### config.mk
export PLATFORM = sky130hd
export DESIGN_NAME = triple_bitmap_adjacency_encoder_core_flat
export DESIGN_NICKNAME = d
export VERILOG_FILES = /design/src/tbae_pkg.sv /design/src/tbae_in_if.sv /design/src/tbae_out_if.sv /design/src/tbae_encoder.sv /design/src/triple_bitmap_adjacency_encoder_core.sv /design/src/flat_wrapper.sv
export VERILOG_INCLUDE_DIRS = /design/src /design/src/src
export SDC_FILE = /design/constraint.sdc
export NUM_CORES = 1
export LEC_CHECK = 0
export ABC_AREA = 0
export BUFFER_PORTS_ARGS = -buffer_cell sky130_fd_sc_hd__buf_4
export CELL_PAD_IN_SITES_DETAIL_PLACEMENT = 1
export CELL_PAD_IN_SITES_GLOBAL_PLACEMENT = 2
export CORE_UTILIZATION = 38
export CTS_CLUSTER_SIZE = 24
export DETAILED_ROUTE_END_ITERATION = 16
export PLACE_DENSITY_LB_ADDON = 0.15
export SETUP_SLACK_MARGIN = 0.15
export SLEW_MARGIN = 20
export SYNTH_ARGS = -nofsm -noshare
export SYNTH_HDL_FRONTEND = slang
export SYNTH_SLANG_ARGS = --single-unit
### constraint.sdc
create_clock -name clk -period 5 [get_ports clk]
set_clock_uncertainty 0.1 [all_clocks]
set_input_delay 0.5 -clock clk [delete_from_list [all_inputs] [get_ports clk]]
set_output_delay 0.5 -clock clk [all_outputs]
set_load 0.05 [all_outputs]
### src/assert_macros.svh
// assertion macros shared by the encoder rtl
// no dependencies; define ASSERT_OFF to compile the checks out
`ifndef ASSERT_MACROS_SVH
`define ASSERT_MACROS_SVH

`ifndef ASSERT_OFF

`define TBAE_ASSERT(lbl, clk, rst_n, prop) \
  lbl: assert property (@(posedge clk) disable iff (!rst_n) prop) \
    else $error("tbae assertion failed");

`define TBAE_NEVER(lbl, clk, rst_n, expr) \
  lbl: assert property (@(posedge clk) disable iff (!rst_n) !(expr)) \
    else $error("tbae forbidden condition seen");

`else

`define TBAE_ASSERT(lbl, clk, rst_n, prop)

`define TBAE_NEVER(lbl, clk, rst_n, expr)

`endif

`endif

### src/tbae_pkg.sv
// shared types, codes and the component permutation for the triple encoder
// no dependencies
`timescale 1ns / 1ps
`default_nettype none

package tbae_pkg;

  localparam int ID_WIDTH = 32;
  localparam int FIELD_W  = 32;
  localparam int ORDER_W  = 3;
  localparam int STATUS_W = 3;

  typedef logic [ID_WIDTH-1:0] id_t;
  typedef logic [ORDER_W-1:0]  order_t;
  typedef logic [STATUS_W-1:0] status_t;

  localparam order_t ORD_SPO = 3'd0;
  localparam order_t ORD_SOP = 3'd1;
  localparam order_t ORD_PSO = 3'd2;
  localparam order_t ORD_POS = 3'd3;
  localparam order_t ORD_OSP = 3'd4;
  localparam order_t ORD_OPS = 3'd5;

  localparam status_t ST_OK      = 3'd0;
  localparam status_t ST_ZERO    = 3'd1;
  localparam status_t ST_GAP     = 3'd2;
  localparam status_t ST_PRED    = 3'd3;
  localparam status_t ST_OBJ     = 3'd4;
  localparam status_t ST_REFUSED = 3'd5;
  localparam status_t ST_END     = 3'd6;

  localparam logic ACT_TRIPLE = 1'b0;
  localparam logic ACT_END    = 1'b1;

  typedef struct packed {
    logic               action;
    logic [FIELD_W-1:0] subject;
    logic [FIELD_W-1:0] predicate;
    logic [FIELD_W-1:0] object;
  } item_t;

  typedef struct packed {
    logic               y_bit_valid;
    logic               y_bit;
    logic               y_value_valid;
    logic [FIELD_W-1:0] y_value;
    logic               z_bit_valid;
    logic               z_bit;
    logic               z_value_valid;
    logic [FIELD_W-1:0] z_value;
    status_t            status;
  } result_t;

  typedef struct packed {
    id_t x;
    id_t y;
    id_t z;
  } xyz_t;

  // undefined order codes fall back to spo
  function automatic xyz_t permute(order_t ord, id_t s, id_t p, id_t o);
    xyz_t t;
    case (ord)
      ORD_SOP: t = '{x: s, y: o, z: p};
      ORD_PSO: t = '{x: p, y: s, z: o};
      ORD_POS: t = '{x: p, y: o, z: s};
      ORD_OSP: t = '{x: o, y: s, z: p};
      ORD_OPS: t = '{x: o, y: p, z: s};
      default: t = '{x: s, y: p, z: o};
    endcase
    return t;
  endfunction

endpackage

`default_nettype wire

### src/tbae_in_if.sv
// valid/ready channel carrying one triple or end item
// depends on tbae_pkg
`timescale 1ns / 1ps
`default_nettype none

interface tbae_in_if;
  logic                        valid;
  logic                        ready;
  logic                        action;
  logic [tbae_pkg::FIELD_W-1:0] subject;
  logic [tbae_pkg::FIELD_W-1:0] predicate;
  logic [tbae_pkg::FIELD_W-1:0] object;

  modport source (output valid, action, subject, predicate, object, input ready);
  modport sink   (input valid, action, subject, predicate, object, output ready);
endinterface

`default_nettype wire

### src/tbae_out_if.sv
// valid/ready channel carrying one encoded result
// depends on tbae_pkg
`timescale 1ns / 1ps
`default_nettype none

interface tbae_out_if;
  logic                         valid;
  logic                         ready;
  logic                         y_bit_valid;
  logic                         y_bit;
  logic                         y_value_valid;
  logic [tbae_pkg::FIELD_W-1:0] y_value;
  logic                         z_bit_valid;
  logic                         z_bit;
  logic                         z_value_valid;
  logic [tbae_pkg::FIELD_W-1:0] z_value;
  logic [tbae_pkg::STATUS_W-1:0] status;

  modport source (
    output valid, y_bit_valid, y_bit, y_value_valid, y_value,
           z_bit_valid, z_bit, z_value_valid, z_value, status,
    input  ready
  );
  modport sink (
    input  valid, y_bit_valid, y_bit, y_value_valid, y_value,
           z_bit_valid, z_bit, z_value_valid, z_value, status,
    output ready
  );
endinterface

`default_nettype wire

### src/tbae_encoder.sv
// previous-triple state and the combinational adjacency encode step
// depends on tbae_pkg
`timescale 1ns / 1ps
`default_nettype none

module tbae_encoder (
  input  wire logic              clk,
  input  wire logic              rst_n,
  input  wire logic              step_en,
  input  wire tbae_pkg::item_t   item,
  input  wire tbae_pkg::order_t  order,
  output tbae_pkg::result_t      res,
  output logic                   fault
);

  tbae_pkg::id_t prev_first_r, prev_first_nxt;
  tbae_pkg::id_t prev_second_r, prev_second_nxt;
  tbae_pkg::id_t prev_third_r, prev_third_nxt;
  logic          seen_any_r, seen_any_nxt;
  logic          fault_r, fault_nxt;
  tbae_pkg::xyz_t t;

  assign t = tbae_pkg::permute(order,
                               item.subject[tbae_pkg::ID_WIDTH-1:0],
                               item.predicate[tbae_pkg::ID_WIDTH-1:0],
                               item.object[tbae_pkg::ID_WIDTH-1:0]);

  assign fault = fault_r;

  always_comb begin
    res             = '0;
    prev_first_nxt  = prev_first_r;
    prev_second_nxt = prev_second_r;
    prev_third_nxt  = prev_third_r;
    seen_any_nxt    = seen_any_r;
    fault_nxt       = fault_r;
    if (fault_r) begin
      res.status = tbae_pkg::ST_REFUSED;
    end else if (item.action == tbae_pkg::ACT_END) begin
      res.y_bit_valid = 1'b1;
      res.y_bit       = 1'b1;
      res.z_bit_valid = 1'b1;
      res.z_bit       = 1'b1;
      res.status      = tbae_pkg::ST_END;
      seen_any_nxt    = 1'b0;
      prev_first_nxt  = '0;
      prev_second_nxt = '0;
      prev_third_nxt  = '0;
    end else if (t.x == '0 || t.y == '0 || t.z == '0) begin
      res.status = tbae_pkg::ST_ZERO;
    end else if (seen_any_r && t.x == prev_first_r && t.y == prev_second_r) begin
      // same list on both levels: extend z only
      if (t.z <= prev_third_r) begin
        fault_nxt  = 1'b1;
        res.status = tbae_pkg::ST_OBJ;
      end else begin
        res.z_bit_valid   = 1'b1;
        res.z_value_valid = 1'b1;
        res.z_value       = tbae_pkg::FIELD_W'(t.z);
        res.status        = tbae_pkg::ST_OK;
        prev_third_nxt    = t.z;
      end
    end else if (seen_any_r && t.x != prev_first_r &&
                 t.x != prev_first_r + tbae_pkg::id_t'(1)) begin
      fault_nxt  = 1'b1;
      res.status = tbae_pkg::ST_GAP;
    end else if (seen_any_r && t.x == prev_first_r && t.y < prev_second_r) begin
      fault_nxt  = 1'b1;
      res.status = tbae_pkg::ST_PRED;
    end else begin
      // first triple, new x, or new y under the same x
      if (seen_any_r) begin
        res.y_bit_valid = 1'b1;
        res.y_bit       = (t.x != prev_first_r);
        res.z_bit_valid = 1'b1;
        res.z_bit       = 1'b1;
      end
      res.y_value_valid = 1'b1;
      res.y_value       = tbae_pkg::FIELD_W'(t.y);
      res.z_value_valid = 1'b1;
      res.z_value       = tbae_pkg::FIELD_W'(t.z);
      res.status        = tbae_pkg::ST_OK;
      prev_first_nxt    = t.x;
      prev_second_nxt   = t.y;
      prev_third_nxt    = t.z;
      seen_any_nxt      = 1'b1;
    end
  end

  always_ff @(posedge clk) begin
    if (!rst_n) begin
      prev_first_r  <= '0;
      prev_second_r <= '0;
      prev_third_r  <= '0;
      seen_any_r    <= 1'b0;
      fault_r       <= 1'b0;
    end else if (step_en) begin
      prev_first_r  <= prev_first_nxt;
      prev_second_r <= prev_second_nxt;
      prev_third_r  <= prev_third_nxt;
      seen_any_r    <= seen_any_nxt;
      fault_r       <= fault_nxt;
    end
  end

endmodule

`default_nettype wire

### src/triple_bitmap_adjacency_encoder_core.sv
// top level: input register, encode step, result register and order register
// depends on tbae_pkg, tbae_in_if, tbae_out_if, tbae_encoder, assert_macros.svh
//
//   channel   direction  carries
//   in_ch     sink       action, subject, predicate, object
//   out_ch    source     y/z bits and values, status
//   cfg_*     write      triple_order (3 bits)
//
// one item per cycle sustained while out_ch.ready stays high; items pass the input register, then the result register
// the rate is set by the combinational compare against the stored previous triple
// synchronous active-low reset clears both valid flags, the triple state and the order
// with out_ch.ready low the result holds and one more item waits in the input register
`timescale 1ns / 1ps
`default_nettype none

`include "assert_macros.svh"

module triple_bitmap_adjacency_encoder_core (
  input  wire logic                     clk,
  input  wire logic                     rst_n,
  tbae_in_if.sink                       in_ch,
  tbae_out_if.source                    out_ch,
  input  wire logic                     cfg_we,
  input  wire logic [tbae_pkg::ORDER_W-1:0] cfg_wdata
);

  tbae_pkg::order_t  order_r;
  tbae_pkg::item_t   item_r;
  logic              s1_vld_r, s1_vld_nxt;
  logic              out_vld_r, out_vld_nxt;
  tbae_pkg::result_t res_r;
  tbae_pkg::result_t res;
  logic              enc_fault;
  logic              s1_adv;
  logic              step_en;
  logic              in_xfer;

  assign s1_adv      = !out_vld_r || out_ch.ready;
  assign in_ch.ready = !s1_vld_r || s1_adv;
  assign in_xfer     = in_ch.valid && in_ch.ready;
  assign step_en     = s1_vld_r && s1_adv;

  assign s1_vld_nxt  = in_xfer ? 1'b1 : (s1_adv ? 1'b0 : s1_vld_r);
  assign out_vld_nxt = step_en ? 1'b1 : (out_ch.ready ? 1'b0 : out_vld_r);

  tbae_encoder u_enc (
    .clk     (clk),
    .rst_n   (rst_n),
    .step_en (step_en),
    .item    (item_r),
    .order   (order_r),
    .res     (res),
    .fault   (enc_fault)
  );

  always_ff @(posedge clk) begin
    if (!rst_n) begin
      s1_vld_r  <= 1'b0;
      out_vld_r <= 1'b0;
      order_r   <= tbae_pkg::ORD_SPO;
    end else begin
      s1_vld_r  <= s1_vld_nxt;
      out_vld_r <= out_vld_nxt;
      if (cfg_we) begin
        order_r <= cfg_wdata;
      end
    end
  end

  always_ff @(posedge clk) begin
    if (in_xfer) begin
      item_r.action    <= in_ch.action;
      item_r.subject   <= in_ch.subject;
      item_r.predicate <= in_ch.predicate;
      item_r.object    <= in_ch.object;
    end
    if (step_en) begin
      res_r <= res;
    end
  end

  assign out_ch.valid         = out_vld_r;
  assign out_ch.y_bit_valid   = res_r.y_bit_valid;
  assign out_ch.y_bit         = res_r.y_bit;
  assign out_ch.y_value_valid = res_r.y_value_valid;
  assign out_ch.y_value       = res_r.y_value;
  assign out_ch.z_bit_valid   = res_r.z_bit_valid;
  assign out_ch.z_bit         = res_r.z_bit;
  assign out_ch.z_value_valid = res_r.z_value_valid;
  assign out_ch.z_value       = res_r.z_value;
  assign out_ch.status        = res_r.status;

  // an ordering error in the result register means the fault is already latched
  `TBAE_ASSERT(a_err_latches, clk, rst_n, (out_vld_r && (res_r.status == tbae_pkg::ST_GAP || res_r.status == tbae_pkg::ST_PRED || res_r.status == tbae_pkg::ST_OBJ)) |-> enc_fault)
  // once faulted, every step is refused
  `TBAE_ASSERT(a_refuse, clk, rst_n, (step_en && enc_fault) |=> (out_vld_r && res_r.status == tbae_pkg::ST_REFUSED))
  // an ok result always carries a z value
  `TBAE_ASSERT(a_ok_has_z, clk, rst_n, (out_vld_r && res_r.status == tbae_pkg::ST_OK) |-> res_r.z_value_valid)
  // input only stalls when both stages are occupied
  `TBAE_NEVER(a_stall_full, clk, rst_n, !in_ch.ready && !(s1_vld_r && out_vld_r))

endmodule

`default_nettype wire
### src/flat_wrapper.sv
// flat-port wrapper written by rule: the top's interface ports become plain ports
module triple_bitmap_adjacency_encoder_core_flat 
  (clk, rst_n, cfg_we, cfg_wdata, in_ch_valid, in_ch_action, in_ch_subject, in_ch_predicate, in_ch_object, in_ch_ready, out_ch_valid, out_ch_y_bit_valid, out_ch_y_bit, out_ch_y_value_valid, out_ch_y_value, out_ch_z_bit_valid, out_ch_z_bit, out_ch_z_value_valid, out_ch_z_value, out_ch_status, out_ch_ready);
  tbae_in_if in_ch_i ();
  tbae_out_if out_ch_i ();
  input  wire logic clk;
  input  wire logic rst_n;
  input  wire logic cfg_we;
  input  wire logic [tbae_pkg::ORDER_W-1:0] cfg_wdata;
  input wire logic [$bits(in_ch_i.valid)-1:0] in_ch_valid;
  input wire logic [$bits(in_ch_i.action)-1:0] in_ch_action;
  input wire logic [$bits(in_ch_i.subject)-1:0] in_ch_subject;
  input wire logic [$bits(in_ch_i.predicate)-1:0] in_ch_predicate;
  input wire logic [$bits(in_ch_i.object)-1:0] in_ch_object;
  output wire logic [$bits(in_ch_i.ready)-1:0] in_ch_ready;
  output wire logic [$bits(out_ch_i.valid)-1:0] out_ch_valid;
  output wire logic [$bits(out_ch_i.y_bit_valid)-1:0] out_ch_y_bit_valid;
  output wire logic [$bits(out_ch_i.y_bit)-1:0] out_ch_y_bit;
  output wire logic [$bits(out_ch_i.y_value_valid)-1:0] out_ch_y_value_valid;
  output wire logic [$bits(out_ch_i.y_value)-1:0] out_ch_y_value;
  output wire logic [$bits(out_ch_i.z_bit_valid)-1:0] out_ch_z_bit_valid;
  output wire logic [$bits(out_ch_i.z_bit)-1:0] out_ch_z_bit;
  output wire logic [$bits(out_ch_i.z_value_valid)-1:0] out_ch_z_value_valid;
  output wire logic [$bits(out_ch_i.z_value)-1:0] out_ch_z_value;
  output wire logic [$bits(out_ch_i.status)-1:0] out_ch_status;
  input wire logic [$bits(out_ch_i.ready)-1:0] out_ch_ready;
  assign in_ch_i.valid = in_ch_valid;
  assign in_ch_i.action = in_ch_action;
  assign in_ch_i.subject = in_ch_subject;
  assign in_ch_i.predicate = in_ch_predicate;
  assign in_ch_i.object = in_ch_object;
  assign in_ch_ready = in_ch_i.ready;
  assign out_ch_valid = out_ch_i.valid;
  assign out_ch_y_bit_valid = out_ch_i.y_bit_valid;
  assign out_ch_y_bit = out_ch_i.y_bit;
  assign out_ch_y_value_valid = out_ch_i.y_value_valid;
  assign out_ch_y_value = out_ch_i.y_value;
  assign out_ch_z_bit_valid = out_ch_i.z_bit_valid;
  assign out_ch_z_bit = out_ch_i.z_bit;
  assign out_ch_z_value_valid = out_ch_i.z_value_valid;
  assign out_ch_z_value = out_ch_i.z_value;
  assign out_ch_status = out_ch_i.status;
  assign out_ch_i.ready = out_ch_ready;
  triple_bitmap_adjacency_encoder_core u_core (.clk(clk), .rst_n(rst_n), .in_ch(in_ch_i), .out_ch(out_ch_i), .cfg_we(cfg_we), .cfg_wdata(cfg_wdata));
endmodule
==> metrics.md <==
| Metric | Value |
|---|---|
| Power, Total | `roughly 6.3 mW` |
| Antenna cell count | `0` |
| Fin crit share | `about 93%` |
| R2r startpoint | `u_core.order_r[2]$_SDFFE_PN0P_` |
| Post-synth top flop | `edfxtp_1` |
| Max frequency | `216 MHz` |
| Nets | `2054` |
| # IOs | `180` |
| Max VDD drop | `between 200 and 300 uV` |
| GPL Wtd Cong | `~0.89` |
| WP data arrival | `slightly above 5 ns` |
| Fraction of layout cells with a size suffix above 1 | `~19%` |
| Met3 Use GR | `under 10%` |
| Initial antenna violation count | `0` |
| Largest net degree at the start of global routing | `94` |
| Fin util | `approximately half` |
| CTS tree | `done` |
| Worst reg2reg path endpoint | `u_core.u_enc.prev_first_r[13]$_SDFFE_PN0P_` |
| Syn-to-layout area delta | `29.1%` |
| CTS Root Cell | `clkbuf_16` |
| Top cell type by total area after synthesis | `edfxtp_1` |
| Crit Path Max Fanout | `40` |
| Routed Antenna Nets | `0` |
| R2R setup slack | `between 0.3 and 0.4 ns` |
| Worst slew pin tran | `between 0.9 and 1 ns` |
| CTS buffer count | `31` |
| Slew HR | `between 30% and 40%` |
| Vias | `13800` |
| Required @ worst endpoint | `between 5 and 6 ns` |
| RSZ-0062 raised after global routing | `no` |
| P_leak | `around 7.6 nW` |
| Tot GR Track Use | `about 27%` |
| Cell area after synthesis | `between 0.015 and 0.02 mm2` |
| EDFF count, synth | `between 150 and 200` |
| Final hold slack | `0.0277 ns` |
| Synth top area share | `roughly a third` |
| Hold Vio Cnt, Final | `0` |
| Startpoint types | `flip-flop` |
| Drt drc | `0` |
| H-tree lvl count | `1` |
| Initial Utilization | `between 30% and 40%` |
| Vias in the first global route | `approximately 14000` |
| Setup TNS | `0 ns` |
| GRT overflow | `0` |
| Die H | `205 um` |
| DR WL/cell | `approximately 24 um` |
| Min Tclk post-route | `~4.6 ns` |
| Die ar. | `between 0.04 and 0.05 mm2` |
| Worst Hold Class | `in -> reg` |
| Hpwl dp | `41800 um` |
| Max clock buf depth | `3` |
| Synth Register Bits | `between 200 and 300` |
| Post-route cell area | `0.0202 mm2` |
| DRT iter0 DRCs | `850` |
| Post-synth ARST share | `0%` |
| Port Buffers | `179` |
| Element type at the critical path end | `flip-flop` |
| Worst-Skew Late Latency | `roughly 0.6 ns` |
| Routed vias/inst | `about 5.7` |
| WL final | `57300 um` |
| Hold Crit Endpoint | `u_core.item_r[95]$_DFFE_PP_` |
| Seq/Total Area, Yosys | `45.6%` |
| Clock-pin transition on the worst setup and hold timing paths | `~0.070 ns` |
| Met1 Resource Use GR | `around 39%` |
| Cell Rows | `between 70 and 80` |
| Initial DRT Pass Iterations | `5` |
| Finish-stage setup viols | `0` |
| Max Transition Viols Final | `0` |
| Gr busiest metal | `met2` |
| Fillers | `between 4000 and 5000` |
| Chip width | `roughly 200 um` |
| Outcome | `finished clean` |
| Core box area | `0.0402 mm2` |
| Post-Syn Instances | `approximately 1600` |
| Synthesized area per cell | `between 10 and 15 um2` |
| Synth top area cells | `edfxtp_1 (32%), dfxtp_1 (13%), mux2i_1 (6.5%)` |
| Pwr/cell area | `311 mW/mm2` |
| R2R cell count | `17` |
| Clk sinks | `272` |
| First-pass GRT wire length | `between 80000 and 90000 um` |
| Cell variety after synth | `65` |
| Maxcap violations | `0` |
| Hold-critical path depth | `1` |
| Hold Crit Start | `in_ch_subject[31]` |
| Placed inst area | `0.0182 mm2` |
| Net Count, Synth | `approximately 1700` |
| CP Class | `reg -> reg` |
| Yosys warnings | `0` |
| Routing usage on met2 | `44.5%` |
cell families (layout without fill, tap and decap cells):
family	Yosys count	after routing	share of synthesized area (%)
simple gates	446	446	14.8
xor+xnor	42	42	2.35
buf+inv	242	590	6.86
compound gates	383	383	18.0
flops	272	272	45.6
mux	110	110	7.22
fa+ha+maj	65	65	5.20
cell usage after synthesis (3+ instances only):
cell type	count
edfxtp_1	169
inv_1	141
dfxtp_1	103
mux2i_1	101
nand2_1	92
a21oi_1	89
nor2_1	88
nand2b_1	70
a22o_1	65
ha_1	65
nand3_1	56
o21ai_0	51
clkbuf_1	48
nand4_1	42
o221ai_1	34
xnor2_1	34
o2bb2ai_1	32
o31ai_1	32
a32o_1	30
nor4_1	29
buf_2	24
nor3_1	18
nor2b_1	12
buf_4	11
buf_6	11
a21o_1	8
xor2_1	8
and2_1	7
and3_1	6
and4_1	6
buf_1	6
a211oi_1	5
mux2i_2	5
o211ai_1	5
o21a_1	5
a31oi_1	4
or3_1	4
or4_1	4
mux2_2	3
nor3b_1	3
o2111ai_1	3
o22ai_1	3
area by class of cell:
class	count	area (um2)	area share (%)
Clock buffer	38	822	4.07
Clock inverter	19	134	0.663
Inverter	141	531	2.63
Multi-Input combinational cell	1046	7460	37.0
Sequential cell	272	7150	35.4
Tap cell	525	657	3.25
Timing Repair Buffer	392	3440	17.0
stage by stage:
| step | worst slack (ns) | instances |
|---|---|---|
| 2_1_floorplan | 0.653 | 1560 |
| 3_3_place_gp | 0.264 | 2275 |
| 3_5_place_dp | 0.133 | 2275 |
| 4_1_cts | 0.256 | 2429 |
| 5_1_grt | 0.218 | 2433 |
| 6_report | 0.371 | 2433 |
sequential cells by signal, summed over array words and instances (netlist names):
signal / flops
u_core.u_enc.seen_any_r: 1
u_core.item_r: 97
u_core.out_ch.y_value_valid: 1
u_core.out_ch.status: 3
u_core.out_ch.z_bit_valid: 1
u_core.u_enc.prev_second_r: 32
u_core.out_ch.z_value_valid: 1
u_core.out_ch.z_value: 32
u_core.order_r: 3
u_core.u_enc.prev_first_r: 32
u_core.u_enc.fault: 1
u_core.out_ch.y_bit: 1
u_core.out_ch.y_value: 32
u_core.u_enc.prev_third_r: 32
u_core.s1_vld_r: 1
u_core.out_ch.y_bit_valid: 1
u_core.out_ch.valid: 1
worst max path at each step:
stage / start / to / cells past startpoint
2_1_floorplan: u_core.order_r[2]$_SDFFE_PN0P_ / u_core.u_enc.prev_first_r[19]$_SDFFE_PN0P_ / 21
3_3_place_gp: u_core.order_r[2]$_SDFFE_PN0P_ / u_core.u_enc.prev_third_r[9]$_SDFFE_PN0P_ / 20
3_5_place_dp: u_core.order_r[2]$_SDFFE_PN0P_ / u_core.u_enc.prev_third_r[1]$_SDFFE_PN0P_ / 20
4_1_cts: u_core.order_r[2]$_SDFFE_PN0P_ / u_core.u_enc.prev_third_r[2]$_SDFFE_PN0P_ / 20
5_1_grt: u_core.order_r[2]$_SDFFE_PN0P_ / u_core.u_enc.prev_second_r[30]$_SDFFE_PN0P_ / 17
6_report: u_core.order_r[2]$_SDFFE_PN0P_ / u_core.u_enc.prev_first_r[13]$_SDFFE_PN0P_ / 17
power breakdown:
group / internal (mW) / switching [mW]
Combinational: 0.591 / 0.893
Sequential: 2.51 / 0.0918
Clock: 1.22 / 0.968
timing repair:
item,CTS,global route
setup endpoints to repair,53,77
pin swaps,0,0
endpoints found under the hold margin,96,0
buffers inserted,1,4
resized for setup,0,6
cloned,0,0
hold buffers,96,0
worst max-delay path: stages, from the launching register on:
cell and delay (ns):
dfxtp_4 0.37, clkbuf_4 0.19, buf_4 0.23, nand2b_1 0.18
a32o_1 0.26, a21oi_1 0.32, ha_1 0.33, and3_1 0.20
a221o_1 0.38, a21oi_1 0.16, nor2_1 0.07, nor4_2 0.27
o21ai_0 0.14, o21ai_0 0.14, or3b_4 0.46, a41oi_4 0.31
buf_12 0.27, a22o_1 0.16
per-layer routing:
layer  wire length (um)  up-vias
li1                   -     6458
met1              27200     6975
met2              26700      332
met3               2130       69
met4               1250        0
met5                  0        -
layout by cell type, fill, tap and decap left out, types with 51 or more instances in the layout:
master and instances:
a22o_1 65, ha_1 65, nand2_1 92, dlygate4sd3_1 96
dfxtp_1 100, edfxtp_1 169, inv_1 140, a21oi_1 86
nor2_1 87, o21ai_0 51, nand2b_1 70, buf_4 273
nand3_1 56, mux2i_1 100
Note: power is estimated with default switching activity, not from simulation.
